==> src/rtl/core/ssri_cmpsub.sv <==
// Shared compare-and-subtract step used by both long divisions.
// Depends on nothing; instantiated by the indicator top level.
module ssri_cmpsub #(
  parameter int W = 38
) (
  input  logic [W-1:0] x,
  input  logic [W-1:0] d,
  output logic [W-1:0] y,
  output logic         c
);

  // Subtract the divisor when it fits, flag the quotient bit
  assign c = (x >= d);
  assign y = c ? (x - d) : x;

endmodule
==> config.mk <==
export PLATFORM = sky130hd
export DESIGN_NAME = ssri_cmpsub
export DESIGN_NICKNAME = d
export VERILOG_FILES = /design/src/rtl/core/ssri_cmpsub.sv
export SDC_FILE = /design/constraint.sdc
export NUM_CORES = 1
export LEC_CHECK = 0
export ABC_AREA = 1
export BUFFER_PORTS_ARGS = -buffer_cell sky130_fd_sc_hd__clkbuf_2
export CAP_MARGIN = 20
export CORE_UTILIZATION = 55
export DETAILED_ROUTE_END_ITERATION = 8
export GPL_ROUTABILITY_DRIVEN = 0
export MAX_ROUTING_LAYER = met4
export PLACE_DENSITY_LB_ADDON = 0.25
export RECOVER_POWER = 50
export SYNTH_ARGS = -nofsm -noshare
export SYNTH_HDL_FRONTEND = slang
export SYNTH_SLANG_ARGS = --single-unit
==> constraint.sdc <==
create_clock -name vclk -period 7.6
set_clock_uncertainty 0.05 [all_clocks]
set_input_delay 1.52 -clock vclk [all_inputs]
set_output_delay 1.52 -clock vclk [all_outputs]
set_load 0.1 [all_outputs]
==> impl_metrics.csv, run 1 <==
group,metric,value,unit
placed_design,io_buffers,115,
final_layout,fillers,719,
run_status,violations,"max-capacitance violations, max-slew violations",
final_layout,drive_gt1_frac,0.208,
worst_setup_path,cp.arrival,4.67,ns
synth,synth_area_leaders,"nand2_1, inv_1, ha_1, nand3_2, nand3_1",
min_path,hold_class,"input pin to primary output",
synth,synth-warning-count,0,
worst_setup_path,crit_path_end_kind,"primary output",
pwr,p_int,0.143,mW
grt,grt_pass1_vias,4398,
pwr,power.switching,0.500,mW
worst_setup_path,path_class,"input pin to primary output",
sta,max_freq,160,MHz
sta,setup_tns,0,ns
sta,worstMarginPinSlew,1.72,ns
final_layout,regArea,0,µm²
min_path,min-delay-start,"x[10]",
synth,yosysTopAreaCellShare,0.290,
route,antenna_left,0,
clock_tree,cts_setup_buffers,0,
grt,antenna_found_initial,0,
pwr,leakagePower,2.99,nW
route,drc,0,
synth,synth_most_common_cell,"nand2_1",
sta,rsz0062_at_grt,"false",
grt,grt-ovfl-total,0,
die,die_y,86.4,µm
pwr,power.share.sequential,0,
pwr,p_clk_frac,0,
route,drt_iter0_drc,431,
die,coreArea,0.00683,mm²
worst_setup_path,worst_ep_required_time,6.03,ns
pwr,switching_share,0.778,
grt,grt_pass1_wl,18.7,mm
route,num_vias,5010,
die,fp.dieW,86.4,µm
route,wire_per_inst,11.8,µm
final_layout,n_antenna_cell,0,
worst_setup_path,cp-start-kind,"input pin",
worst_setup_path,critPathMaxFanout,37,
pwr,combPwrFrac,1.000,
synth,syn_nets,888,
synth,syn-instance-count,773,
sta,fin_crit,6.24,ns
die,floorplan.rows,30,
sta,finalHoldViolations,0,
placed_design,place_inst,974,
final_layout,syn2layout_area_growth,15.5,%
flow_run,drv_cap,1,
pwr,p_per_area,142,mW/mm²
sta,maxSlewHeadroom,-0.148,
grt,track_usage,0.308,
final_layout,stdcell_count,975,
clock_tree,hold_buffers,0,
synth,netlist_area,0.00392,mm²
route,routed_via_density,5.14,
route,wl,11.5,mm
sta,final-setup-viol-count,0,
final_layout,post-route-util,0.663,
sta,fin_crit_sh,0.820,
sta,drv_slew,38,
clock_tree,cts_resized,0,
synth,yosys-top-cells-count,"nand2_1, inv_1, nor2_1, nand3_1, ha_1",
grt,grt_max_degree,41,
die,die_area,0.00747,mm²
worst_setup_path,startpoint,"x[32]",
pwr,peakVddDrop,0.0836,mV
run_status,status,"finished, violations left",
synth,avgSynthCellArea,5.07,µm²
synth,synth_top_cell_by_area,"nand2_1",
final_layout,clkbuf_count,0,
synth,synth_cell_type_count,33,
die,initial_core_util,0.574,
final_layout,fin_nets,996,
die,io_pins,115,
final_layout,n_sequential_cell,0,
synth,yosysSeqAreaShare,0,
route,drt_pass1_iterations,6,
placed_design,dpl.hpwl,9.65,mm
[per-stage QoR]
step                      power (mW)  instance area (µm²)  hold slack [ns]  setup WS (ns)
final                          0.643                 4530             3.55           1.36
after global routing           0.687                 4530             3.57           1.11
after CTS                      0.635                 4510             3.55           1.55
after detailed placement       0.633                 4510             3.55           1.56
after global placement         0.625                 4510             3.55           1.67
after floorplan                0.524                 3920             3.56           1.92
[worst paths after layout]
kind,endpoint,slack (ns),cells after the start
worst min-delay path,y[10],3.55,4
worst max-delay path,y[37],1.36,13
[critical path, stage by stage]
cell      delay [ns]
clkbuf_2        0.10
ha_1            0.38
nand2_2         0.15
inv_1           0.05
nand2_1         0.07
nand2_1         0.05
nand2_1         0.06
nand2_1         0.07
a31o_1          0.19
inv_1           1.21
nand3_1         0.17
nand2_1         0.14
clkbuf_2        0.46
[cell usage in the layout, fill, tap and decap left out, types with 2 or more instances in the layout]
| master | count |
|---|---|
| a21oi_1 | 25 |
| a21oi_2 | 2 |
| and2_1 | 2 |
| clkbuf_2 | 114 |
| ha_1 | 38 |
| inv_1 | 151 |
| inv_2 | 3 |
| nand2_1 | 303 |
| nand2_2 | 12 |
| nand2_4 | 2 |
| nand3_1 | 57 |
| nand3_2 | 32 |
| nand3b_1 | 9 |
| nand4_1 | 5 |
| nor2_1 | 71 |
| nor2_2 | 12 |
| nor3_1 | 3 |
| o21ai_0 | 8 |
| o21ai_1 | 2 |
| xor2_1 | 16 |
[power groups by stage]
stage / registers [mW] / logic, mW / clock network [mW]
after global routing: 0 / 0.687 / 0
after floorplan: 0 / 0.524 / 0
final: 0 / 0.643 / 0
after global placement: 0 / 0.625 / 0
after CTS: 0 / 0.635 / 0
after detailed placement: 0 / 0.633 / 0
[cells by family after synthesis]
| family | synth area share |
|---|---|
| buffers and inverters | 0.176 |
| AOI/OAI and AO/OA | 0.0552 |
| xor gates and xnor gates | 0.0380 |
| adders and majority gates | 0.126 |
| and+or+nand+nor | 0.604 |
[metal layers]
layer	routed length, µm	share of wire	track usage
met4	348	0.030	0.0864
met2	5200	0.45	0.536
met1	4980	0.43	0.385
met3	972	0.085	0.0190
met5	0	0	-
[layout make-up]
class / count / area [µm²] / share of cell area
inverter: 155 / 583 / 0.129
timing repair buffer: 116 / 602 / 0.133
multi-input combinational: 608 / 3220 / 0.712
tap: 96 / 120 / 0.0265
Power figures use the tool's default switching activity.
==> run 2, diff against run 1 <==
- CORE_UTILIZATION: 55 -> 50
- clock period: 7.6 -> 5.7 ns (I/O delays scaled with it)
==> run 2 against run 1 <==
The flow now finishes without violations; global-route usage is 2.3 points lower; utilization is 5.2 points lower; non-clock buffer count is 2 higher; sequential share of layout area stayed put.
==> impl_metrics.csv, run 2 (synthesized netlist as in run 1, its figures left out) <==
group,metric,value,unit
run_status,status,"complete, no violations",
pwr,power.switching,0.667,mW
die,initial_core_util,0.529,
sta,finalHoldViolations,0,
pwr,peakVddDrop,0.153,mV
worst_setup_path,cp-start-kind,"input pin",
die,floorplan.rows,31,
sta,final-setup-viol-count,0,
final_layout,fillers,817,
route,routed_via_density,5.04,
sta,fin_crit_sh,0.884,
pwr,power.share.sequential,0,
grt,grt_max_degree,38,
route,drc,0,
final_layout,regArea,0,µm²
worst_setup_path,startpoint,"x[0]",
worst_setup_path,critPathMaxFanout,4,
grt,grt_pass1_vias,4531,
die,io_pins,115,
route,antenna_left,0,
pwr,switching_share,0.783,
final_layout,post-route-util,0.611,
sta,fin_crit,5.04,ns
grt,antenna_found_initial,0,
worst_setup_path,path_class,"input pin to primary output",
grt,grt_pass1_wl,19.5,mm
sta,rsz0062_at_grt,"false",
route,wire_per_inst,11.8,µm
final_layout,drive_gt1_frac,0.192,
clock_tree,cts_setup_buffers,0,
sta,drv_slew,0,
worst_setup_path,crit_path_end_kind,"primary output",
die,fp.dieW,90.5,µm
die,die_area,0.00820,mm²
final_layout,syn2layout_area_growth,15.4,%
min_path,hold_class,"input pin to primary output",
final_layout,n_sequential_cell,0,
pwr,leakagePower,2.94,nW
placed_design,dpl.hpwl,9.96,mm
die,coreArea,0.00741,mm²
route,drt_pass1_iterations,5,
sta,setup_tns,0,ns
sta,max_freq,199,MHz
flow_run,drv_cap,0,
route,wl,11.6,mm
clock_tree,cts_resized,0,
grt,track_usage,0.286,
sta,maxSlewHeadroom,0.224,
grt,grt-ovfl-total,0,
worst_setup_path,crit_end,"y[36]",
route,drt_iter0_drc,392,
die,die_y,90.5,µm
sta,worstMarginPinSlew,1.17,ns
placed_design,io_buffers,115,
final_layout,final_common_cell,"nand2_1",
pwr,power.total,0.852,mW
route,num_vias,4940,
sta,setup_slack,0.663,ns
pwr,combPwrFrac,1.000,
final_layout,layout_common_cells,"nand2_1, inv_1, clkbuf_2",
pwr,p_clk_frac,0,
final_layout,n_antenna_cell,0,
placed_design,place_ws,0.975,ns
clock_tree,hold_buffers,0,
worst_setup_path,cp.arrival,3.85,ns
final_layout,clkbuf_count,0,
pwr,p_per_area,188,mW/mm²
pwr,p_int,0.185,mW
final_layout,fin_nets,998,
worst_setup_path,worst_ep_required_time,4.51,ns
-- run 2: cell types whose count changed in the layout (fill, tap and decap cells not counted), sizes merged --
cell,delta
buf,+2
-- run 2: worst min-delay path by stage --
stage                     start  endpoint  slack, ns  cells past startpoint
after floorplan           x[10]     y[10]       2.80                      2
after global placement    x[20]     y[20]       2.79                      4
after detailed placement   x[4]      y[4]       2.79                      4
after CTS                  x[8]      y[8]       2.79                      4
after global routing      x[30]     y[30]       2.81                      4
final                     x[18]     y[18]       2.79                      4
-- run 2: critical path, stage by stage --
cell,delay [ns]
clkbuf_2,0.08
inv_1,0.07
ha_1,0.14
inv_1,0.06
fa_1,0.42
nand2_1,0.11
nand3_1,0.11
and2_1,0.21
nand2_1,0.09
nand3_1,0.17
nand2_1,0.16
nand2_1,0.06
nand2_1,0.06
nand3_1,0.06
nand2_1,0.06
clkbuf_1,0.85
-- run 2: layout make-up --
class	instances	area, µm²	area share
Multi-Input combinational cell	608	3230	0.714
Tap cell	99	124	0.0274
Timing Repair Buffer	118	587	0.130
Inverter	155	583	0.129
-- run 2: layer usage --
metal	routed length, µm	global-route usage	up-vias
met2	5350	0.494	205
met3	794	0.00842	27
li1	-	-	2576
met4	227	0.0578	0
met1	5220	0.370	2132
met5	0	-	-
-- run 2: power groups by stage --
stage          logic (mW)  registers, mW  clock network, mW
6_report            0.852              0                  0
4_1_cts             0.853              0                  0
5_1_grt             0.909              0                  0
2_1_floorplan       0.699              0                  0
3_5_place_dp        0.850              0                  0
3_3_place_gp        0.842              0                  0
-- run 2: metrics by stage --
stage	hold slack, ns	std cells	cell area, µm²
after floorplan	2.80	773	3920
after global placement	2.79	980	4550
after detailed placement	2.79	980	4550
after CTS	2.79	980	4550
after global routing	2.81	980	4520
final	2.79	980	4520
